<file path="src/rtl/interval_coverage_accumulator_defines.svh">
// Assertion macros for the interval coverage accumulator.
// Included by the top level; no other dependencies.
`ifndef INTERVAL_COVERAGE_ACCUMULATOR_DEFINES_SVH
`define INTERVAL_COVERAGE_ACCUMULATOR_DEFINES_SVH

// Same-cycle implication, checked on every rising clock edge outside reset.
`define ICA_ASSERT_NOW(label, ante, cons, msg) \
    label: assert property (@(posedge clk) disable iff (!rst_n) (ante) |-> (cons)) \
        else $error(msg);

// Next-cycle implication, checked on every rising clock edge outside reset.
`define ICA_ASSERT_NEXT(label, ante, cons, msg) \
    label: assert property (@(posedge clk) disable iff (!rst_n) (ante) |=> (cons)) \
        else $error(msg);

`endif

</file>
<file path="src/rtl/icov_pkg.sv">
// Shared types, codes and widths for the interval coverage accumulator.
// No dependencies; used by the cell, the controller and the top level.
package icov_pkg;

    localparam int TABLE_DEPTH_DEF = 64;

    localparam int COORD_W = 31;
    localparam int DEPTH_W = 24;
    localparam int TOTAL_W = 48;
    localparam int PROD_W  = COORD_W + DEPTH_W;
    localparam int SUM_W   = PROD_W + 1;

    localparam logic [TOTAL_W-1:0] TOTAL_MAX = {TOTAL_W{1'b1}};

    localparam logic [1:0] FUNC_INSERT  = 2'd0;
    localparam logic [1:0] FUNC_SEGMENT = 2'd1;
    localparam logic [1:0] FUNC_FLUSH   = 2'd2;

    localparam logic [1:0] STATUS_OK    = 2'd0;
    localparam logic [1:0] STATUS_FULL  = 2'd1;
    localparam logic [1:0] STATUS_ORDER = 2'd2;

    typedef enum logic [2:0] {
        ST_IDLE,
        ST_CALC,
        ST_MUL,
        ST_ADD,
        ST_SCAN,
        ST_FIN
    } state_t;

    // One table entry as held by a cell.
    typedef struct packed {
        logic               vld;
        logic               ret;
        logic [COORD_W-1:0] start_c;
        logic [COORD_W-1:0] end_c;
        logic [TOTAL_W-1:0] total;
    } entry_t;

    // Commands and broadcast operands from the controller to every cell.
    typedef struct packed {
        logic               ins;
        logic               calc;
        logic               add;
        logic               shift;
        logic               keep;
        logic [COORD_W-1:0] coord_start;
        logic [COORD_W-1:0] coord_end;
        logic [DEPTH_W-1:0] depth;
    } cell_ctrl_t;

    typedef struct packed {
        logic               valid;
        logic               has_interval;
        logic [COORD_W-1:0] out_start;
        logic [COORD_W-1:0] out_end;
        logic [TOTAL_W-1:0] total;
        logic [1:0]         status;
        logic               last;
    } result_t;

    localparam entry_t ENTRY_EMPTY = '0;

endpackage

</file>
<file path="src/rtl/icov_cell.sv">
// One entry cell of the coverage table: overlap length, product and
// saturating total, plus the shift toward the head. Depends on icov_pkg.
module icov_cell
    import icov_pkg::*;
(
    input  logic       clk,
    input  logic       rst_n,
    input  cell_ctrl_t ctl,
    input  logic       prev_vld,
    input  entry_t     nbr,
    input  entry_t     head,
    output entry_t     entry
);

    logic               vld_reg, vld_next;
    entry_t             data_reg, data_next;
    logic [COORD_W-1:0] len_reg, len_next;
    logic [PROD_W-1:0]  prod_reg, prod_next;
    logic               overlap;
    logic [COORD_W-1:0] lo, hi;
    logic [SUM_W-1:0]   sum;

    always_comb
    begin
        overlap = vld_reg && (data_reg.start_c < ctl.coord_end)
                  && (data_reg.end_c > ctl.coord_start);
        lo = (data_reg.start_c > ctl.coord_start) ? data_reg.start_c : ctl.coord_start;
        hi = (data_reg.end_c < ctl.coord_end) ? data_reg.end_c : ctl.coord_end;
        len_next = overlap ? (hi - lo) : '0;
        prod_next = PROD_W'(ctl.depth) * PROD_W'(len_reg);
        sum = SUM_W'(data_reg.total) + SUM_W'(prod_reg);
    end

    always_comb
    begin
        vld_next  = vld_reg;
        data_next = data_reg;
        priority if (ctl.ins && !vld_reg && prev_vld)
        begin
            vld_next          = 1'b1;
            data_next.ret     = 1'b0;
            data_next.start_c = ctl.coord_start;
            data_next.end_c   = ctl.coord_end;
            data_next.total   = '0;
        end
        else if (ctl.calc)
        begin
            data_next.ret = (data_reg.end_c <= ctl.coord_end);
        end
        else if (ctl.add)
        begin
            data_next.total = (sum > SUM_W'(TOTAL_MAX)) ? TOTAL_MAX : sum[TOTAL_W-1:0];
        end
        else if (ctl.shift)
        begin
            // The last occupied cell takes the head entry back when it is kept.
            if (vld_reg && !nbr.vld && ctl.keep)
            begin
                vld_next      = 1'b1;
                data_next     = head;
                data_next.ret = 1'b0;
            end
            else
            begin
                vld_next  = nbr.vld;
                data_next = nbr;
            end
        end
        else
        begin
            vld_next  = vld_reg;
            data_next = data_reg;
        end
    end

    always_ff @(posedge clk or negedge rst_n)
    begin
        if (!rst_n)
        begin
            vld_reg <= 1'b0;
        end
        else
        begin
            vld_reg <= vld_next;
        end
    end

    always_ff @(posedge clk)
    begin
        data_reg <= data_next;
        len_reg  <= len_next;
        prod_reg <= prod_next;
    end

    always_comb
    begin
        entry     = data_reg;
        entry.vld = vld_reg;
    end

endmodule

</file>
<file path="config.mk">
export PLATFORM = sky130hd
export DESIGN_NAME = icov_cell
export DESIGN_NICKNAME = d
export VERILOG_FILES = /design/src/rtl/interval_coverage_accumulator_defines.svh /design/src/rtl/icov_pkg.sv /design/src/rtl/icov_cell.sv
export SDC_FILE = /design/constraint.sdc
export NUM_CORES = 2
export LEC_CHECK = 0
export BUFFER_PORTS_ARGS = -buffer_cell sky130_fd_sc_hd__buf_4
export CAP_MARGIN = 20
export CELL_PAD_IN_SITES_DETAIL_PLACEMENT = 1
export CELL_PAD_IN_SITES_GLOBAL_PLACEMENT = 1
export CORE_MARGIN = 2
export CORE_UTILIZATION = 51
export CTS_BUF_LIST = sky130_fd_sc_hd__clkbuf_16
export DETAILED_ROUTE_END_ITERATION = 10
export PLACE_DENSITY_LB_ADDON = 0.12
export SKIP_LAST_GASP = 1
export SYNTH_ARGS = -nofsm -noshare
export SYNTH_HDL_FRONTEND = slang
export SYNTH_SLANG_ARGS = --single-unit
</file>
<file path="constraint.sdc">
create_clock -name clk -period 10.1 [get_ports clk]
set_input_delay 1.01 -clock clk [delete_from_list [all_inputs] [get_ports clk]]
set_output_delay 1.01 -clock clk [all_outputs]
set_load 0.05 [all_outputs]
</file>
## Word-level counts from Yosys, hierarchy flattened

Cells that the tools add are included.

| storage, ports and cells | value |
|---|---|
| input bits | 318 |
| register bits after elaboration | 198 |
| output and inout port bits | 112 |

| cells by class | value |
|---|---|
| bitwise gates (word level) | 1 |
| equality and inequality tests | 3 |
| reduce and logical (&&, ||, !) cells | 14 |
| mux-type cells | 15 |
| $add $sub $neg | 2 |
| $lt $le $gt $ge | 6 |
| $mul | 1 |

Operators by type and width:

| operator | number |
|---|---|
| 111-bit 2-to-1 mux | 2 |
| 110-bit 2-to-1 mux | 2 |
| 48-bit 2-to-1 mux | 2 |
| 63-bit 2-to-1 mux | 1 |
| 31-bit > comparator | 2 |
| 31-bit < comparator | 2 |
| 31-bit 2-to-1 mux | 2 |
| 48-bit by 55-bit adder with 56-bit output | 1 |
| 56-bit by 48-bit > comparator with 1-bit output (second input constant) | 1 |
| 24-bit by 31-bit multiplier with 55-bit output | 1 |
| 31-bit <= comparator | 1 |
| 31-bit subtractor | 1 |
| 1-bit logical AND | 6 |
| 1-bit 2-to-1 mux | 6 |
| 2-bit by 1-bit != test with 1-bit output (second input constant) | 3 |
| 2-bit nonzero test | 3 |
| 2-bit AND reduction | 2 |
| 3-bit AND reduction | 1 |
| 1-bit zero test | 2 |
| 1-bit NOT | 1 |

## Logic depth before layout (Yosys ltp)

| logic depth | value |
|---|---|
| depth in word-level cells | 8 |
| gate-level depth with buffers | 28 |

## Worst setup path before layout

No wires, ideal clock.

| timing path | value |
|---|---|
| kind | input port to flip-flop |
| from | in ctl[3] in the netlist's numbering |
| to | reg prod_reg[53] |
| arrival | 7.468 ns |
| required time | 10.028 ns |
| stages on the path | 27 |
| setup slack | 2.560 ns |
| cell sequence | clkbuf_1 > nand2_1 > fa_1 > inv_1 > fa_1 > inv_1 > fa_1 > fa_1 > inv_1 > fa_1 > fa_1 > inv_1 > fa_1 > inv_1 > ha_1 > clkbuf_1 > and4_1 > nor2b_1 > o211ai_1 > and2_1 > a21oi_1 > o211ai_1 > o211ai_1 > nand3_1 > nor4_1 > o221a_2 > xor2_1 |

| on the way | value |
|---|---|
| word-level cells in the longest chain between the ends | 1 |

Ends and longest elaborated chain:

| item | line | text |
|---|---|---|
| start, declared | icov_cell.sv:8 | `input cell_ctrl_t ctl,` |
| 24-bit by 31-bit multiplier with 55-bit output | icov_cell.sv:30 | `prod_next = PROD_W'(ctl.depth) * PROD_W'(len_reg);` |
| via prod_next[53] | icov_cell.sv:18 | `logic [PROD_W-1:0] prod_reg, prod_next;` |
| end signal, assigned | icov_cell.sv:92 | `prod_reg <= prod_next;` |
| end, declared | icov_cell.sv:18 |  |

The timed path passes the listed nets, and every way through them passes these cells.
A chain may end at the register's enable or synchronous reset.

## Final worst setup path

| timing path | value |
|---|---|
| from | reg len_reg[10] |
| to | reg prod_reg[53] |

| on the way | value |
|---|---|
| word-level cells in the longest chain between the ends | 1 |

Ends and longest elaborated chain:

| item | line | text |
|---|---|---|
| start, declared | icov_cell.sv:17 | `logic [COORD_W-1:0] len_reg, len_next;` |
| start signal, assigned | icov_cell.sv:91 | `len_reg <= len_next;` |
| 24-bit by 31-bit multiplier with 55-bit output | icov_cell.sv:30 |  |
| via prod_next[53] | icov_cell.sv:18 |  |

The timed path passes the listed nets, and every way through them passes these cells.

==> results.py <==
metrics = {
    "synth": {
        "synthXorXnorAreaFrac_pct": 2.59,
        "synthAdderAreaFrac_pct": 44.4,
        "synth_flop_cell": "dfxtp_1",
        "syn_area_per_cell_um2": 8.77,
        "synth_top_family_by_area": "adder cells",
        "netlist.area_leader.share_pct": 32.3,
        "synth_compound_area_share_pct": 11.7,
        "ys_types": 81,
        "synth.cell_area_mm2": 0.0395,
        "ys_seq_area_share_pct": 11.6,
        "synth_edf_count": 62,
        "ys_top_cells_by_area": "fa_1 32%, ha_1 12%, inv_1 7.2%",
        "yosysTopAreaCell": "fa_1",
        "synth_nets": 5849,
        "synth-seq-cells": 198,
        "synthMuxAreaShare_pct": 3.14,
        "synth-simple-area-share_pct": 17.0,
        "ys_async_sr_fraction_pct": 0.505,
        "syn_inst": 4511,
        "ys_warn_count": 0,
    },
    "sta": {
        "final-hold-violation-count": 0,
        "final.setup_skew_ps": 27.0,
        "max_freq_ghz": 0.123,
        "maxSlewViolCount": 0,
        "rsz0062_at_grt": "no",
        "setup_tns_ps": 0,
        "finalSetupViolCount": 0,
        "min_period_over_period_pct": 80.4,
        "finalCriticalPeriod_ps": 8120,
        "tightest_slew_ps": 1130,
        "slew_headroom_pct": 24.9,
    },
    "global_routing": {
        "grt_antenna_before_repair": 1,
        "grt_max_degree": 70,
        "grt-ovfl-total": 0,
        "grt_usage_pct": 33.6,
        "grt_pass1_wl_mm": 206,
        "grt_pass1_vias": 37100,
    },
    "place": {
        "hpwl_mm": 107,
        "globalplace.congestion": 0.939,
        "post-place-cells": 5790,
        "portBuffers": 427,
    },
    "clocking": {
        "cts_setup_buffers": 0,
        "cts_inserted_buffers": 17,
        "cts_resized": 0,
        "cts_buffer_depth": 2,
        "clk_pin_slew_ps": 100,
        "cts_tree": "done",
        "htree_num_levels": 4,
        "clock-root-buffer": "clkbuf_16",
        "clock_sinks": 198,
        "hold_buffers": 0,
        "clk_latency_ps": 480,
    },
    "setup_path": {
        "crit_arrival_ps": 8520,
        "reg2reg_to": "prod_reg[53]",
        "max_stage_delay_ps": 900,
        "worst_path_most_repeated_cell": "fa_1",
        "crit_path_start_kind": "register",
        "r2r-start": "len_reg[10]",
        "r2r_setup_slack_ps": 1980,
        "end_kind": "register",
        "cpMaxStageDelayCell": "dfxtp_1",
        "cp_max_fo": 13,
        "cpLargestDelayFamily": "adder cells",
        "r2r_cells": 25,
        "cp_data_required_time_ps": 10500,
        "path_depth": 25,
        "crit_start": "len_reg[10]",
        "crit_type": "reg -> reg",
        "path_buf_inv": 5,
        "crit_end": "prod_reg[53]",
    },
    "finish": {
        "area_delta_synth_final_pct": 11.5,
        "layout.cells.non_filler": 5822,
        "diodes": 0,
        "largest_reg_flops": 111,
        "drive_above_1_share_pct": 13.0,
        "finalNetCount": 6107,
    },
    "power": {
        "leakage_nw": 22.3,
        "irDropWorstVdd_mv": 0.365,
        "powerDensity_mw_per_mm2": 297,
    },
    "drt": {
        "topRoutingLayerUsed": "met4",
        "wl_met2_mm": 67.5,
        "wl_per_cell_um": 22.5,
        "drt-met1-wl_mm": 52.2,
        "wl_met3_mm": 5.56,
        "via_per_inst": 5.65,
        "vias": 32900,
        "route.detailed.drc": 0,
        "drtIter0Drc": 1634,
        "drt_wl_total_mm": 131,
        "antenna_left": 0,
        "firstDrtPassIters": 5,
    },
    "floorplanning": {
        "fp.dieH_um": 282,
        "die_area_mm2": 0.0798,
        "die_w_um": 282,
        "rows": 102,
        "core-area_mm2": 0.0771,
        "start_util_pct": 51.3,
        "pin_count": 430,
    },
    "run_status": {
        "outcome": "completed",
    },
    "job": {
        "maxCapViolCount": 0,
    },
    "worst_hold_path": {
        "hold_path.class": "in -> async",
    },
}
-- stage by stage --
step,power (mW),hold WS (ps),setup slack (ps),util (%),instance area [um2]
global placement,12.0,449,1750,56.4,43500
global route,14.3,264,1600,57.2,44100
finish,13.1,282,1980,57.2,44100
detailed placement,12.3,459,1690,56.5,43500
CTS,13.1,261,2010,57.2,44100
floorplan,8.92,495,2560,-,39500
-- placed cells by master (no fill, tap or decap), drive strengths merged, types with 11 or more instances in the layout --
cell type and instances:
a211oi 25, a21o 105, a21oi 178, a31oi 16
and2 399, and3 12, buf 472, clkbuf 18
dfxtp 135, edfxtp 62, fa 638, ha 382
inv 768, mux2 47, mux2i 71, nand2 640
nand2b 15, nand3 33, nand4 47, nor2 140
nor2b 26, nor3 27, o211ai 11, o21a 30
o21ai 179, o21bai 18, o221ai 48, xnor2 69
xor2 48
-- metal layers --
layer  up-vias  global-route usage [%]
met2       857                    60.8
met3       251                    3.88
met1     16900                    40.5
met4         0                    13.5
met5         -                       0
li1      14900                       -
-- cell type report --
type	instances	area (um2)
fillers	9182	33000
multi-input cells	3319	31200
flip-flops and latches	198	4590
repair buffers	472	3560
inverters	761	2860
well taps	1040	1300
clock buffers	18	450
clock inverters	14	144
-- synth_stat cells (16+ instances only) --
master	count
nor2b_1	26
nor2_1	139
mux2i_1	71
a21oi_1	177
clkbuf_1	212
a21o_1	105
o221ai_2	40
fa_1	638
o21bai_1	18
dfxtp_1	135
edfxtp_1	62
and2_1	399
nand4_1	46
o21ai_0	171
a31oi_1	16
nand2_1	640
mux2_2	47
o21a_1	30
nand3_1	33
xor2_1	48
inv_1	759
xnor2_1	69
a211oi_1	20
nor3_1	27
ha_1	382
-- cell families (layout without fill, tap and decap cells) --
kind of cell | count (synthesis) | after routing
and+or+nand+nor | 1386 | 1386
adders and majority gates | 1020 | 1020
buffers and inverters | 994 | 1265
AOI/OAI and AO/OA | 678 | 678
DFF | 198 | 198
muxes | 118 | 118
xor gates and xnor gates | 117 | 117
-- report_power, final --
group,leakage [nW],internal [mW],switching (mW),total [mW]
clock network,0.301,0.364,0.367,0.731
logic,20.3,4.13,6.78,10.9
registers,1.73,1.12,0.334,1.45
total,22.3,5.62,7.49,13.1
-- how the worst min path moves through the flow --
stage               startpoint          end  depth (start not counted)
floorplan           len_reg[0]  prod_reg[0]                          1
global placement     entry[43]    entry[43]                          2
detailed placement   entry[16]    entry[16]                          2
CTS                      rst_n      vld_reg                          1
global route             rst_n      vld_reg                          1
finish                   rst_n      vld_reg                          1
No activity file was read; power rests on OpenSTA's default activity.
