==> src/rtl/interval_coverage_accumulator_defines.svh <==
// Assertion macros for the interval coverage accumulator.
// Included by the top level; no other dependencies.
`ifndef INTERVAL_COVERAGE_ACCUMULATOR_DEFINES_SVH
`define INTERVAL_COVERAGE_ACCUMULATOR_DEFINES_SVH

// Same-cycle implication, checked on every rising clock edge outside reset.
`define ICA_ASSERT_NOW(label, ante, cons, msg) \
    label: assert property (@(posedge clk) disable iff (!rst_n) (ante) |-> (cons)) \
        else $error(msg);

// Next-cycle implication, checked on every rising clock edge outside reset.
`define ICA_ASSERT_NEXT(label, ante, cons, msg) \
    label: assert property (@(posedge clk) disable iff (!rst_n) (ante) |=> (cons)) \
        else $error(msg);

`endif

==> src/rtl/icov_pkg.sv <==
// Shared types, codes and widths for the interval coverage accumulator.
// No dependencies; used by the cell, the controller and the top level.
package icov_pkg;

    localparam int TABLE_DEPTH_DEF = 64;

    localparam int COORD_W = 31;
    localparam int DEPTH_W = 24;
    localparam int TOTAL_W = 48;
    localparam int PROD_W  = COORD_W + DEPTH_W;
    localparam int SUM_W   = PROD_W + 1;

    localparam logic [TOTAL_W-1:0] TOTAL_MAX = {TOTAL_W{1'b1}};

    localparam logic [1:0] FUNC_INSERT  = 2'd0;
    localparam logic [1:0] FUNC_SEGMENT = 2'd1;
    localparam logic [1:0] FUNC_FLUSH   = 2'd2;

    localparam logic [1:0] STATUS_OK    = 2'd0;
    localparam logic [1:0] STATUS_FULL  = 2'd1;
    localparam logic [1:0] STATUS_ORDER = 2'd2;

    typedef enum logic [2:0] {
        ST_IDLE,
        ST_CALC,
        ST_MUL,
        ST_ADD,
        ST_SCAN,
        ST_FIN
    } state_t;

    // One table entry as held by a cell.
    typedef struct packed {
        logic               vld;
        logic               ret;
        logic [COORD_W-1:0] start_c;
        logic [COORD_W-1:0] end_c;
        logic [TOTAL_W-1:0] total;
    } entry_t;

    // Commands and broadcast operands from the controller to every cell.
    typedef struct packed {
        logic               ins;
        logic               calc;
        logic               add;
        logic               shift;
        logic               keep;
        logic [COORD_W-1:0] coord_start;
        logic [COORD_W-1:0] coord_end;
        logic [DEPTH_W-1:0] depth;
    } cell_ctrl_t;

    typedef struct packed {
        logic               valid;
        logic               has_interval;
        logic [COORD_W-1:0] out_start;
        logic [COORD_W-1:0] out_end;
        logic [TOTAL_W-1:0] total;
        logic [1:0]         status;
        logic               last;
    } result_t;

    localparam entry_t ENTRY_EMPTY = '0;

endpackage

==> src/rtl/icov_ctrl.sv <==
// Sequencer of the coverage table: accepts commands, drives the cell row,
// scans retired entries out of the head cell and registers results. Uses icov_pkg.
module icov_ctrl
    import icov_pkg::*;
#(
    parameter int TABLE_DEPTH = TABLE_DEPTH_DEF
)
(
    input  logic               clk,
    input  logic               rst_n,
    input  logic               start,
    input  logic [1:0]         func,
    input  logic [COORD_W-1:0] coord_start,
    input  logic [COORD_W-1:0] coord_end,
    input  logic [DEPTH_W-1:0] depth,
    input  entry_t             head,
    output logic               busy,
    output cell_ctrl_t         ctl,
    output result_t            res
);

    localparam int CNT_W = $clog2(TABLE_DEPTH + 1);
    localparam logic [CNT_W-1:0] CNT_FULL = CNT_W'(TABLE_DEPTH);

    state_t             state_reg, state_next;
    logic [CNT_W-1:0]   occ_reg, occ_next;
    logic [CNT_W-1:0]   rem_reg, rem_next;
    logic               all_reg, all_next;
    logic               pend_vld_reg, pend_vld_next;
    entry_t             pend_reg, pend_next;
    logic [COORD_W-1:0] cs_reg, cs_next;
    logic [COORD_W-1:0] ce_reg, ce_next;
    logic [DEPTH_W-1:0] dp_reg, dp_next;
    result_t            res_reg, res_next;
    logic               accept;
    logic               in_order;
    logic               head_out;

    assign accept   = start && (state_reg == ST_IDLE);
    assign in_order = coord_start < coord_end;
    assign head_out = head.ret || all_reg;

    // Next state
    always_comb
    begin
        state_next = state_reg;
        unique case (state_reg)
            ST_IDLE:
            begin
                if (accept && func == FUNC_SEGMENT && in_order)
                begin
                    state_next = ST_CALC;
                end
                else if (accept && func == FUNC_FLUSH)
                begin
                    state_next = ST_SCAN;
                end
            end
            ST_CALC: state_next = ST_MUL;
            ST_MUL:  state_next = ST_ADD;
            ST_ADD:  state_next = ST_SCAN;
            ST_SCAN:
            begin
                if (rem_reg == '0)
                begin
                    state_next = ST_FIN;
                end
            end
            ST_FIN:  state_next = ST_IDLE;
            default: state_next = ST_IDLE;
        endcase
    end

    // Outputs toward the cells
    always_comb
    begin
        busy            = (state_reg != ST_IDLE);
        ctl.ins         = accept && func == FUNC_INSERT && in_order && occ_reg != CNT_FULL;
        ctl.calc        = (state_reg == ST_CALC);
        ctl.add         = (state_reg == ST_ADD);
        ctl.shift       = (state_reg == ST_SCAN) && (rem_reg != '0);
        ctl.keep        = !head_out;
        ctl.coord_start = (state_reg == ST_IDLE) ? coord_start : cs_reg;
        ctl.coord_end   = (state_reg == ST_IDLE) ? coord_end : ce_reg;
        ctl.depth       = dp_reg;
    end

    // Counters, held operands and the result beat
    always_comb
    begin
        occ_next      = occ_reg;
        rem_next      = rem_reg;
        all_next      = all_reg;
        pend_vld_next = pend_vld_reg;
        pend_next     = pend_reg;
        cs_next       = cs_reg;
        ce_next       = ce_reg;
        dp_next       = dp_reg;
        res_next      = '0;
        unique case (state_reg)
            ST_IDLE:
            begin
                if (accept)
                begin
                    cs_next       = coord_start;
                    ce_next       = coord_end;
                    dp_next       = depth;
                    all_next      = (func == FUNC_FLUSH);
                    rem_next      = occ_reg;
                    pend_vld_next = 1'b0;
                    if (func == FUNC_INSERT)
                    begin
                        res_next.valid = 1'b1;
                        res_next.last  = 1'b1;
                        if (!in_order)
                        begin
                            res_next.status = STATUS_ORDER;
                        end
                        else if (occ_reg == CNT_FULL)
                        begin
                            res_next.status = STATUS_FULL;
                        end
                        else
                        begin
                            res_next.status = STATUS_OK;
                            occ_next        = occ_reg + 1'b1;
                        end
                    end
                    else if (func == FUNC_SEGMENT && !in_order)
                    begin
                        res_next.valid  = 1'b1;
                        res_next.last   = 1'b1;
                        res_next.status = STATUS_ORDER;
                    end
                end
            end
            ST_ADD:
            begin
                rem_next = occ_reg;
            end
            ST_SCAN:
            begin
                // A retired entry is held until the next one retires or the scan ends, so the final one can carry last.
                if (rem_reg != '0)
                begin
                    rem_next = rem_reg - 1'b1;
                    if (head_out)
                    begin
                        occ_next      = occ_reg - 1'b1;
                        pend_next     = head;
                        pend_vld_next = 1'b1;
                        if (pend_vld_reg)
                        begin
                            res_next.valid        = 1'b1;
                            res_next.has_interval = 1'b1;
                            res_next.out_start    = pend_reg.start_c;
                            res_next.out_end      = pend_reg.end_c;
                            res_next.total        = pend_reg.total;
                        end
                    end
                end
            end
            ST_FIN:
            begin
                res_next.valid = 1'b1;
                res_next.last  = 1'b1;
                if (pend_vld_reg)
                begin
                    res_next.has_interval = 1'b1;
                    res_next.out_start    = pend_reg.start_c;
                    res_next.out_end      = pend_reg.end_c;
                    res_next.total        = pend_reg.total;
                end
                pend_vld_next = 1'b0;
            end
            default:
            begin
                res_next = '0;
            end
        endcase
    end

    always_ff @(posedge clk or negedge rst_n)
    begin
        if (!rst_n)
        begin
            state_reg    <= ST_IDLE;
            occ_reg      <= '0;
            rem_reg      <= '0;
            all_reg      <= 1'b0;
            pend_vld_reg <= 1'b0;
            res_reg      <= '0;
        end
        else
        begin
            state_reg    <= state_next;
            occ_reg      <= occ_next;
            rem_reg      <= rem_next;
            all_reg      <= all_next;
            pend_vld_reg <= pend_vld_next;
            res_reg      <= res_next;
        end
    end

    always_ff @(posedge clk)
    begin
        pend_reg <= pend_next;
        cs_reg   <= cs_next;
        ce_reg   <= ce_next;
        dp_reg   <= dp_next;
    end

    assign res = res_reg;

endmodule

==> config.mk <==
export PLATFORM = sky130hd
export DESIGN_NAME = icov_ctrl
export DESIGN_NICKNAME = d
export VERILOG_FILES = /design/src/rtl/interval_coverage_accumulator_defines.svh /design/src/rtl/icov_pkg.sv /design/src/rtl/icov_ctrl.sv
export SDC_FILE = /design/constraint.sdc
export NUM_CORES = 1
export LEC_CHECK = 0
export ABC_AREA = 1
export BUFFER_PORTS_ARGS = -buffer_cell sky130_fd_sc_hd__buf_4
export CAP_MARGIN = 40
export CORE_MARGIN = 8
export CORE_UTILIZATION = 23
export DETAILED_ROUTE_END_ITERATION = 10
export PLACE_DENSITY = 0.47
export SLEW_MARGIN = 25
export SYNTH_ARGS = -nofsm -noshare
export SYNTH_HDL_FRONTEND = slang
export SYNTH_SLANG_ARGS = --single-unit
==> constraint.sdc <==
create_clock -name clk -period 7.45 [get_ports clk]
set_clock_uncertainty 0.15 [all_clocks]
set_input_delay 0.3725 -clock clk [delete_from_list [all_inputs] [get_ports clk]]
set_output_delay 0.3725 -clock clk [all_outputs]
set_load 0.1 [all_outputs]
### Word level (Yosys, flattened, before mapping)

Index checks and enable logic that the tools add are counted.

* register bits after elaboration: 330
* input bits: 203
* word-level logic and storage cells: 101
* output and inout bits: 207

* multiplexer cells: 36
* order comparisons: 1
* add/sub/neg operators: 3
* equal/unequal tests: 17
* reduce and logical (&&, ||, !) cells: 26

Operator list (number)
* 112-bit 2-to-1 mux: 3
* 111-bit one-hot mux with 2 select lines: 1
* 111-bit 2-to-1 mux: 1
* 31-bit 2-to-1 mux: 2
* 7-bit 2-to-1 mux: 8
* 31-bit less-than comparator: 1
* 7-bit one-hot mux with 3 select lines: 1
* 3-bit 2-to-1 mux: 6
* 3-bit one-hot mux with 5 select lines: 1
* 7-bit one-hot mux with 2 select lines: 1
* 7-bit by 1-bit subtractor with 7-bit output, second input constant: 2
* 2-bit inequality test, second input constant: 5
* 1-bit logical AND: 9
* 3-bit nonzero test: 3
* 7-bit by 1-bit adder with 7-bit output, second input constant: 1
* 7-bit equality test, second input constant: 1
* 7-bit logical NOT: 1
* 1-bit 2-to-1 mux: 7
* 7-bit inequality test, second input constant: 1
* 7-bit AND reduction: 1
* 7-bit nonzero test: 1
* 3-bit by 2-bit equality test with 1-bit output, second input constant: 2
* 3-bit equality test, second input constant: 2
* 1-bit one-hot mux with 3 select lines: 2
* 15 further kinds: 20

### Longest topological paths before layout

Gate-level depths: netlist of the first run.

* depth in word-level cells: 7
* gate-level depth with buffers: 16
* mapped depth without buffers: 16

### Least setup slack after synthesis of the first run

No wires, ideal clock.

* kind: reg-to-output
* start point: reg state_reg[1]
* end point: out ctl[90] (netlist name)
* data arrival time: 6.351 ns
* stages on the path, launching flop included: 8
* path slack: 0.577 ns
* required time: 6.928 ns
* path through: dfrtp_1 -> nor2_4 -> nand2_2 -> nor2_1 -> nand2_1 -> nor2_1 -> nand3_1 -> nor2_1

RTL lines
* start, declared: line icov_ctrl.sv:25 `state_t state_reg, state_next;`
* start signal, assigned: line icov_ctrl.sv:196 `state_reg <= state_next;`
* end, declared: line icov_ctrl.sv:18 `output cell_ctrl_t ctl,`

==> metrics.log, run 1 <==
[metrics] final estimated routing congestion in global placement: 0.771
[metrics] leading area contributor after synthesis: edfxtp_1
[metrics] number of antenna violations at the first check in global routing: 1
[metrics] most common library cell in the layout ignoring fill and taps: buf_4
[metrics] # resized after CTS: 0
[metrics] Iteration-0 DRC Markers: between 400 and 500
[metrics] via count of the first global-routing pass: 10200
[metrics] DRC viols: 0
[metrics] type of element launching the critical path: flip-flop
[metrics] buffers from clock root to sink, at most: 3
[metrics] number of nets in the layout: roughly 1900
[metrics] Worst Slack Setup Final: 3.80 ns
[metrics] final-report max-slew violation count: 0
[metrics] Max Fanout on Critical Path: 52
[metrics] total negative slack: 0 ns
[metrics] clock root cell: clkbuf_16
[metrics] vertical extent of the die: 250 um
[metrics] number of max-cap violations: 0
[metrics] detail-routed net length per standard cell: 15.5 um
[metrics] overall routed net length: 37600 um
[metrics] Syn. warnings: 0
[metrics] First-pass DRT Iterations: 4
[metrics] total number of clock tree sinks: 330
[metrics] total routing resource utilization after global routing: 0.118
[metrics] met3 wire len: around 4300 um
[metrics] total of endpoints with negative setup slack in the final report: 0
[metrics] RSZ-0062 raised after global routing: false
[metrics] Slew Limit Headroom: 0.489
[metrics] Clock Latency Late Sink: approximately 0.53 ns
[metrics] share of the synthesized area in compound gates (AO/OA/AOI/OAI): 0.0313
[metrics] adder and majority cell fraction of the synthesized area: 0.0383
[metrics] number of input and output port buffers inserted: just over 400
[metrics] CTS tree: built
[metrics] Max IR drop VDD: 0.000164 V
[metrics] first-pass GRT wire length: 58900 um
[metrics] Clock transition at path regs: 0.05 ns
[metrics] slew at the pin closest to its max-slew limit: 0.767 ns
[metrics] flip-flop count of the largest register after layout: 115
[metrics] required time of the critical path: a little under 7 ns
[metrics] placeable core region: 54700 um2
[metrics] Final Hold Viols: 0
[metrics] post-layout instance count excluding filler cells: 2430
[metrics] routed length on met1: ~15000 um
[metrics] site row count: 86
[metrics] Detailed Place HPWL: 26800 um
[metrics] final core area utilization: 0.363
[metrics] number of flip-flops and latches in the synthesized netlist: between 300 and 400
[metrics] count of mapped cells out of synthesis: 1063
[metrics] top layer used by detailed routing: met4
[metrics] largest family of logic cells by synthesized area: simple AND/OR/NAND/NOR gates
[metrics] commonest non-fill, non-tap cells in the layout: buf_4, nand2_1, dlygate4sd3_1, edfxtp_1, inv_1
[metrics] detailed-routed wire length on met2: approximately 18000 um
[metrics] result of the run: finished clean
[metrics] ports placed on the boundary: 410
[metrics] Fmax achieved: 274 MHz
[metrics] total overflow reported by the global router: 0
[metrics] area share of the largest cell type after synthesis: 0.467
[metrics] width of the die: between 200 and 300 um
[metrics] filler instances: between 5000 and 6000
[metrics] Tmin final: 3.65 ns
[metrics] leakage power: 9.49 nW
[metrics] arrival time of the worst setup path: 3.13 ns
[metrics] pre-CTS worst setup slack: 4.14 ns
[metrics] library cells used by synthesis: 32
[metrics] synthesized-area fraction occupied by and/or/nand/nor cells: 0.124
[metrics] ranking of synthesized cells by area: edfxtp_1, dfrtp_1, nand2_1
[metrics] effective utilization at floorplan: 0.231
[metrics] signed area change from the synthesized netlist to the final layout: 57.4%
[metrics] class of the most critical hold timing path: in -> reg
[metrics] layout cell share with drive strength beyond 1: 0.282
[metrics] part of the cycle the worst path needs: 0.490
[metrics] power density over cell area: around 240 nW/um2
[metrics] netlist area before placement: around 13000 um2
[metrics] maximum number of pins on one net before global-route repair: a little under 70
[metrics] critical path type: reg -> out
[metrics] via count normalized by instance count: roughly 3.8
[metrics] placed instance count: 2158
[metrics] number of buffers inserted during clock tree synthesis: 39
[metrics] Die Area: 62600 um2
[metrics] proportion of synthesized area in mux cells: 0
[metrics] synthesized netlist net count: 1304
[metrics] sequential area share after synthesis: 0.732
[metrics] number of routed nets with antenna violations: 0
[metrics] mean cell area of the mapped netlist: roughly 12 um2
[metrics] H-tree depth: 2
[metrics] endpoint class of the critical path: output pin
[metrics] XOR/XNOR Fraction of Synth Area: 0.00278
[metrics] total via count after detailed routing: ~9300
layout make-up:
| class | count | area [um2] | share of cell area |
|---|---|---|---|
| Inverter | 191 | 717 | 0.0361 |
| Multi-Input combinational cell | 516 | 2500 | 0.126 |
| Clock inverter | 12 | 181 | 0.00914 |
| Clock buffer | 58 | 1100 | 0.0553 |
| Antenna cell | 1 | 2.50 | 0.000126 |
| Timing Repair Buffer | 618 | 5240 | 0.264 |
| Tap cell | 704 | 881 | 0.0444 |
| Sequential cell | 330 | 9240 | 0.465 |
Yosys cell counts:
cell type and instances:
nand2_1 226, edfxtp_1 196, inv_1 186, nor2_1 142, dfrtp_1 134, o21ai_0 45, ha_1 37, a21oi_1 19
nand3_1 19, clkbuf_1 12, buf_6 10, a21o_1 4, inv_2 4, buf_2 3, nor2_2 3, xor2_1 3
nand2_2 2, nor2_4 2, nor3_1 2, o22ai_1 2, a22oi_1 1, a32oi_1 1, and2_1 1, buf_1 1
clkinv_1 1, fa_1 1, nand3_2 1, nand4_1 1, nor4_1 1, o211ai_1 1, o21ai_2 1, xnor2_1 1
critical path: stages (launching register included):
cell and delay, ns:
dfrtp_1 0.43, nor2_4 0.18, nand2_2 0.30, buf_16 0.28, buf_4 0.29, inv_2 0.55
nand2_1 0.10, nand2_1 0.12, buf_4 0.30
final timing paths:
check                              from  cells after the start  slack [ns]            to
min in group asynchronous         rst_n                      2        0.13      res[103]
max                        state_reg[1]                      8        3.80       ctl[84]
min reg2reg                pend_reg[77]                      2        0.32       res[80]
max in group asynchronous         rst_n                      5        5.88  pend_vld_reg
max reg2reg                state_reg[1]                     10        4.16    rem_reg[5]
min                             func[0]                      4        0.04        res[1]
repair_timing:
item                                    4_1_cts  5_1_grt
endpoints found under the setup margin        0        0
setup buffers                                 0        0
hold buffers                                198        0
endpoints found under the hold margin       278        0
report_power, final:
part	internal, mW	switching, mW
combinational	0.280	0.542
sequential	2.05	0.0453
clock	1.16	0.741
total	3.49	1.33
cells by family after synthesis:
group	count (synthesis)
buffers and inverters	217
XOR/XNOR	4
AO/OA/AOI/OAI	74
flip-flops	330
adder cells (fa/ha/maj)	38
AND/OR/NAND/NOR	400
layer usage:
layer / vias to the layer above / GRT usage
li1: 4623 / -
met1: 4313 / 0.135
met2: 339 / 0.193
met3: 34 / 0.0624
met4: 0 / 0.0301
met5: - / 0
stage by stage:
stage	cell area, um2	total power, mW	hold WS, ns
6_report	19900	4.82	0.0414
5_1_grt	19900	5.05	0.0300
4_1_cts	19800	4.90	0.00531
3_5_place_dp	16500	2.87	0.123
3_3_place_gp	16500	2.86	0.299
2_1_floorplan	12600	2.61	-0.0731
No activity file was read; power rests on OpenSTA's default activity.
==> run 2: changes to the inputs <==
==> constraint.sdc (replaced) <==
create_clock -name clk -period 3.5 [get_ports clk]
set_clock_uncertainty 0.15 [all_clocks]
set_input_delay 0.175 -clock clk [delete_from_list [all_inputs] [get_ports clk]]
set_output_delay 0.175 -clock clk [all_outputs]
set_load 0.1 [all_outputs]
==> run 2 against run 1 <==
Die area unchanged. Critical path type unchanged. Clock power up 110%. Critical endpoint is now ctl[44]. Highest routed layer unchanged. Sequential share of layout area is essentially flat.
==> metrics.log, run 2 (synthesized netlist as in run 1, its figures left out) <==
[metrics] vertical extent of the die: 250 um (unchanged)
[metrics] Post-DP Area: 16500 um2 (+0.21%)
[metrics] critical path type: reg -> out
[metrics] Clock Latency Late Sink: 0.54 ns (about the same)
[metrics] total of endpoints with negative setup slack in the final report: 0 (unchanged)
[metrics] Detailed Place HPWL: 26500 um (-0.99%)
[metrics] width of the die: 250 um (unchanged)
[metrics] reg-to-reg startpoint: state_reg[1]
[metrics] slew at the pin closest to its max-slew limit: 0.690 ns (-0.0763 ns)
[metrics] clock root cell: clkbuf_16
[metrics] Iteration-0 DRC Markers: 329 (-20%)
[metrics] Tmin final: roughly 3.0 ns
[metrics] Fmax achieved: ~330 MHz
[metrics] maximum number of pins on one net before global-route repair: 112 (+65%)
[metrics] via count normalized by instance count: 3.87 (+1.1%)
[metrics] class of the most critical hold timing path: in -> reg
[metrics] Crit path top cell by count: buf_4
[metrics] proportion of total power due to net switching: 0.284 (+0.00848)
[metrics] Post-Layout Inst Area: 19900 um2 (about the same)
[metrics] placeable core region: 54700 um2 (unchanged)
[metrics] flip-flop count of the largest register after layout: 115 (unchanged)
[metrics] filler instances: 5379 (+0.074%)
[metrics] post-layout instance count excluding filler cells: 2438 (+0.33%)
[metrics] design internal power: 7.27 mW (+110%)
[metrics] end point of the most critical hold path: pend_reg[45]
[metrics] effective utilization at floorplan: 0.231 (unchanged)
[metrics] leakage power: 9.48 nW (about the same)
[metrics] Sequential Power Share: 0.438 (+0.004)
[metrics] Cell Chain, Critical Path: nor2_4 > nand2_4 > buf_4 > o21ai_0 > buf_4
[metrics] worst setup slack for register-to-register paths: 0.53 ns (-3.63 ns)
[metrics] Final Hold Viols: 0 (unchanged)
[metrics] Die Area: 62600 um2 (unchanged)
[metrics] total power draw: 10.2 mW (+110%)
[metrics] ports placed on the boundary: 410 (unchanged)
[metrics] terminus of the critical flop-to-flop path: res[0]
[metrics] part of the cycle the worst path needs: 0.865
[metrics] overall routed net length: 38300 um (+1.9%)
[metrics] DRC viols: 0 (unchanged)
[metrics] number of buffers inserted during clock tree synthesis: 40 (+2.6%)
[metrics] First-pass DRT Iterations: 4 (unchanged)
[metrics] final estimated routing congestion in global placement: 0.772 (+0.13%)
[metrics] final-report max-slew violation count: 0 (unchanged)
[metrics] number of routed nets with antenna violations: 0 (unchanged)
[metrics] # resized after CTS: 0 (unchanged)
[metrics] result of the run: finished clean
[metrics] CTS tree: built
[metrics] commonest non-fill, non-tap cells in the layout: buf_4, nand2_1, dlygate4sd3_1, edfxtp_1, inv_1
[metrics] number of nets in the layout: 1942 (+0.26%)
[metrics] required time of the critical path: 3.17 ns (-3.76 ns)
[metrics] number of input and output port buffers inserted: 408 (unchanged)
[metrics] depth of the worst register-to-register path: 9 (-1)
[metrics] detail-routed net length per standard cell: 15.7 um (+1.6%)
[metrics] cell depth of the worst hold path: 2 (-2)
[metrics] total overflow reported by the global router: 0 (unchanged)
[metrics] total via count after detailed routing: 9441 (+1.4%)
[metrics] Post-CTS Hold Fix Bufs: 206 (+4.0%)
[metrics] Max Fanout on Critical Path: 44 (-15%)
[metrics] site row count: 86 (unchanged)
[metrics] endpoint class of the critical path: output pin
[metrics] RSZ-0062 raised after global routing: false
[metrics] crit-path max cell delay: 0.45 ns (-0.10 ns)
[metrics] switching power total: 2.89 mW (+120%)
[metrics] layout cell share with drive strength beyond 1: 0.283 (+0.00100)
[metrics] type of element launching the critical path: flip-flop
[metrics] Clock transition at path regs: 0.06 ns (about the same)
[metrics] total routing resource utilization after global routing: 0.120 (+0.00213)
[metrics] total number of clock tree sinks: 330 (unchanged)
[metrics] signed area change from the synthesized netlist to the final layout: 57.4% (about the same)
[metrics] power density over cell area: 512 nW/um2 (+110%)
[metrics] buffers from clock root to sink, at most: 3 (unchanged)
[metrics] H-tree depth: 2 (unchanged)
[metrics] number of antenna violations at the first check in global routing: 1 (unchanged)
[metrics] setup repair bufs after CTS: 0 (unchanged)
[metrics] first-pass GRT wire length: 59700 um (+1.3%)
[metrics] start point of the worst min-delay path: head[45]
[metrics] number of max-cap violations: 0 (unchanged)
[metrics] most common library cell in the layout ignoring fill and taps: buf_4
[metrics] cell type of the slowest stage on the worst timing path: o21ai_0
[metrics] Slew Limit Headroom: 0.540 (+0.0509)
[metrics] via count of the first global-routing pass: 10200 (+0.21%)
[metrics] Max IR drop VDD: 0.000431 V (+160%)
[metrics] arrival time of the worst setup path: 2.70 ns (-0.43 ns)
[metrics] part of the total power dissipated in combinational logic: 0.173 (+0.002)
[metrics] placed instance count: 2157 (-0.046%)
[metrics] power share of the clock group: 0.389 (-0.006)
[run 2: metrics by stage]
| stage | util | setup TNS (ns) | hold slack [ns] | worst slack, ns |
|---|---|---|---|---|
| 3_3_place_gp | 0.303 | 0 | 0.0230 | 0.821 |
| 5_1_grt | 0.363 | 0 | 0.156 | 0.306 |
| 6_report | 0.363 | 0 | 0.192 | 0.473 |
| 3_5_place_dp | 0.303 | 0 | 0.0274 | 0.789 |
| 4_1_cts | 0.363 | 0 | 0.143 | 0.366 |
| 2_1_floorplan | - | -35.22 | -0.271 | -0.258 |
[run 2: per-layer routing]
layer	up-vias	part of all wire	routed length [um]	global-route usage
li1	4648	-	-	-
met1	4394	0.41	15600	0.139
met2	346	0.46	17600	0.196
met3	53	0.11	4220	0.0603
met4	0	0.022	842	0.0334
met5	-	0	0	0
[run 2: cell type report]
class	count	area [um2]	area share
well taps	704	881	0.0444
multi-input cells	516	2530	0.127
clock inverters	10	63.8	0.00321
flip-flops and latches	330	9240	0.465
repair buffers	622	5240	0.264
diodes	1	2.50	0.000126
clock buffers	64	1180	0.0596
inverters	191	717	0.0361
[run 2: worst max-delay path by stage]
| stage | end | cells after the start | slack (ns) | start |
|---|---|---|---|---|
| 6_report | ctl[44] | 5 | 0.47 | state_reg[1] |
| 3_5_place_dp | occ_reg[6] | 14 | 0.79 | state_reg[1] |
| 2_1_floorplan | res[34] | 9 | -0.26 | state_reg[1] |
| 4_1_cts | ctl[44] | 5 | 0.37 | state_reg[1] |
| 5_1_grt | ctl[44] | 5 | 0.31 | state_reg[1] |
| 3_3_place_gp | occ_reg[6] | 14 | 0.82 | state_reg[1] |
[run 2: worst max-delay path: cells and delay by family (launching register included)]
family | cells | cell delay [ns]
and+or+nand+nor | 2 | 0.50
buffers and inverters | 2 | 0.74
AOI/OAI and AO/OA | 1 | 0.45
DFF | 1 | 0.43
[run 2: power by group through the flow]
stage / Clock, mW / Combinational, mW / Sequential [mW]
finish: 3.96 / 1.76 / 4.45
floorplan: 0 / 0.426 / 5.14
global route: 4.26 / 1.90 / 4.47
global placement: 0 / 1.57 / 4.52
detailed placement: 0 / 1.58 / 4.53
CTS: 4.14 / 1.78 / 4.45
==> run 3: changes to the inputs <==
--- a/config.mk
+++ b/config.mk
@@ -11,7 +11,7 @@
 export CORE_MARGIN = 8
 export CORE_UTILIZATION = 23
 export DETAILED_ROUTE_END_ITERATION = 10
-export PLACE_DENSITY = 0.47
+export PLACE_DENSITY = 0.48
 export SLEW_MARGIN = 25
 export SYNTH_ARGS = -nofsm -noshare
 export SYNTH_HDL_FRONTEND = slang
==> constraint.sdc (replaced) <==
create_clock -name clk -period 2.6 [get_ports clk]
set_clock_uncertainty 0.15 [all_clocks]
set_input_delay 0.13 -clock clk [delete_from_list [all_inputs] [get_ports clk]]
set_output_delay 0.13 -clock clk [all_outputs]
set_load 0.1 [all_outputs]
==> run 3 against run 2 <==
Clock power rose by 36%. Non-clock buffer count increased by 16. Die area did not move. Total power up 36%. Design area up 2.1%. Wire length increased by 3.6%. Register-to-register slack got worse by 0.28 ns. Critical path depth rose by 8. Critical endpoint is now ctl[90]. Count of clock-buffer cells in the layout shrank 1. Hold slack got worse by 0.053 ns.
==> metrics.log, run 3 (synthesized netlist as in run 1, its figures left out) <==
[metrics] leakage power: 9.65 nW (+1.8%)
[metrics] H-tree depth: 2 (unchanged)
[metrics] start point of the worst min-delay path: coord_start[15]
[metrics] placed instance count: 2174 (+0.79%)
[metrics] crit-path max cell delay: 0.55 ns (+0.10 ns)
[metrics] required time of the critical path: 2.32 ns (-0.85 ns)
[metrics] layout cell share with drive strength beyond 1: 0.299 (+0.0153)
[metrics] terminus of the critical flop-to-flop path: occ_reg[6]
[metrics] critical path type: in -> out
[metrics] vertical extent of the die: 250 um (unchanged)
[metrics] Crit path top cell by count: nand2_1
[metrics] Slew Limit Headroom: 0.630 (+0.0905)
[metrics] total overflow reported by the global router: 0 (unchanged)
[metrics] Max IR drop VDD: 0.000608 V (+41%)
[metrics] Fmax achieved: slightly above 400 MHz
[metrics] end point of the most critical hold path: res[2]
[metrics] total number of clock tree sinks: 330 (unchanged)
[metrics] Detailed Place HPWL: 27800 um (+5.1%)
[metrics] number of input and output port buffers inserted: 408 (unchanged)
[metrics] Clock transition at path regs: 0.05 ns (about the same)
[metrics] Post-DP Area: 16800 um2 (+1.5%)
[metrics] flip-flop count of the largest register after layout: 115 (unchanged)
[metrics] endpoint class of the critical path: output pin
[metrics] ports placed on the boundary: 410 (unchanged)
[metrics] First-pass DRT Iterations: 5 (+1)
[metrics] width of the die: 250 um (unchanged)
[metrics] worst hold slack: 0.139 ns (-0.0535 ns)
[metrics] reg-to-reg startpoint: state_reg[1]
[metrics] result of the run: finished clean
[metrics] signed area change from the synthesized netlist to the final layout: 60.7%
[metrics] slew at the pin closest to its max-slew limit: 0.555 ns (-0.136 ns)
[metrics] Max Fanout on Critical Path: 4 (-91%)
[metrics] maximum number of pins on one net before global-route repair: 88 (-21%)
[metrics] number of antenna violations at the first check in global routing: 4 (+3)
[metrics] worst setup slack for register-to-register paths: 0.25 ns (-0.28 ns)
[metrics] total of endpoints with negative setup slack in the final report: 0 (unchanged)
[metrics] via count of the first global-routing pass: 10400 (+2.0%)
[metrics] number of buffers inserted during clock tree synthesis: 40 (unchanged)
[metrics] Die Area: 62600 um2 (unchanged)
[metrics] Cell Chain, Critical Path: dlygate4sd3_1 > buf_4 > ha_1 > nand2_1 > nor2_1 > nand2_1 > nand2_1 > nand2_1 > nand2_1 > nand2_2 > nand3_2 > nor2_4 > buf_12
[metrics] placeable core region: 54700 um2 (unchanged)
[metrics] Tmin final: 2.47 ns
[metrics] type of element launching the critical path: input pin
[metrics] arrival time of the worst setup path: 2.19 ns (-0.51 ns)
[metrics] total via count after detailed routing: 9600 (+1.7%)
[metrics] total power draw: 13.8 mW (+36%)
[metrics] post-layout instance count excluding filler cells: 2454 (+0.66%)
[metrics] via count normalized by instance count: 3.91 (+1.0%)
[metrics] class of the most critical hold timing path: in -> reg
[metrics] Worst Path Buf+Inv: 3 (+1)
[metrics] final core area utilization: 0.371 (+0.00755)
[metrics] Post-Layout Inst Area: 20300 um2 (+2.1%)
[metrics] Iteration-0 DRC Markers: 383 (+16%)
[metrics] effective utilization at floorplan: 0.231 (unchanged)
[metrics] part of the cycle the worst path needs: 0.951
[metrics] depth of the worst register-to-register path: 15 (+6)
[metrics] DRC viols: 0 (unchanged)
[metrics] cell depth of the worst hold path: 6 (+4)
[metrics] Clock Latency Late Sink: 0.54 ns (about the same)
[metrics] clock root cell: clkbuf_16
[metrics] number of nets in the layout: 1958 (+0.82%)
[metrics] critical path's top delay family: buffers and inverters
[metrics] most common library cell in the layout ignoring fill and taps: buf_4
[metrics] total routing resource utilization after global routing: 0.124 (+0.00357)
[metrics] cell type of the slowest stage on the worst timing path: dlygate4sd3_1
[metrics] site row count: 86 (unchanged)
[metrics] number of max-cap violations: 0 (unchanged)
[metrics] final-report max-slew violation count: 0 (unchanged)
[metrics] buffers from clock root to sink, at most: 3 (unchanged)
[metrics] first-pass GRT wire length: 61000 um (+2.2%)
[metrics] CTS tree: built
[metrics] detail-routed net length per standard cell: 16.2 um (+3.0%)
[metrics] Final Hold Viols: 0 (unchanged)
[metrics] final estimated routing congestion in global placement: 0.789 (+2.3%)
[metrics] power density over cell area: 681 nW/um2 (+33%)
[metrics] overall routed net length: 39700 um (+3.6%)
[metrics] number of routed nets with antenna violations: 0 (unchanged)
[metrics] commonest non-fill, non-tap cells in the layout: buf_4, nand2_1, dlygate4sd3_1, edfxtp_1, inv_1
run 3: final cells by class:
type | count | area (um2)
clock buffers | 63 | 1180
diodes | 2 | 5.00
well taps | 704 | 881
repair buffers | 638 | 5580
inverters | 191 | 721
flip-flops and latches | 330 | 9240
fillers | 5367 | 34400
multi-input cells | 516 | 2560
clock inverters | 10 | 98.8
run 3: metal layers:
metal	GRT usage	routed length, um
met2	0.210	19100
met1	0.142	15900
met4	0.0301	692
met3	0.0562	3940
met5	0	18
run 3: worst max path at each step:
stage / start / endpoint / cells past startpoint / slack (ns)
floorplan: state_reg[1] / res[34] / 9 / -1.16
global placement: coord_end[26] / ctl[90] / 13 / 0.29
detailed placement: coord_end[26] / ctl[90] / 13 / 0.26
CTS: state_reg[0] / ctl[77] / 8 / 0.02
global route: state_reg[0] / ctl[84] / 8 / -0.007
finish: coord_start[3] / ctl[90] / 13 / 0.13
run 3: power breakdown:
| group | leakage [nW] | internal (mW) | switching (mW) |
|---|---|---|---|
| clock network | 0.622 | 3.22 | 2.18 |
| registers | 3.55 | 5.86 | 0.135 |
| logic | 5.47 | 0.832 | 1.57 |
run 3: repair_timing:
action / in CTS / in global routing
setup buffers: 1 / 0
endpoints found under the hold margin: 315 / 0
endpoints found under the setup margin: 36 / 21
hold buffers: 204 / 0
resized for setup: 11 / 23
pin swaps: 2 / 0
run 3: tightest hold or removal path, stage by stage:
cell	delay, ns
buf_4	0.10
ha_1	0.22
nand3_1	0.08
nor2_1	0.05
nand2_2	0.10
a21oi_1	0.09
run 3: stage by stage:
stage	setup slack, ns	setup TNS (ns)
floorplan	-1.16	-238.66
global placement	0.289	0
detailed placement	0.258	0
CTS	0.0151	0
global route	-0.00686	-0.00686
finish	0.128	0
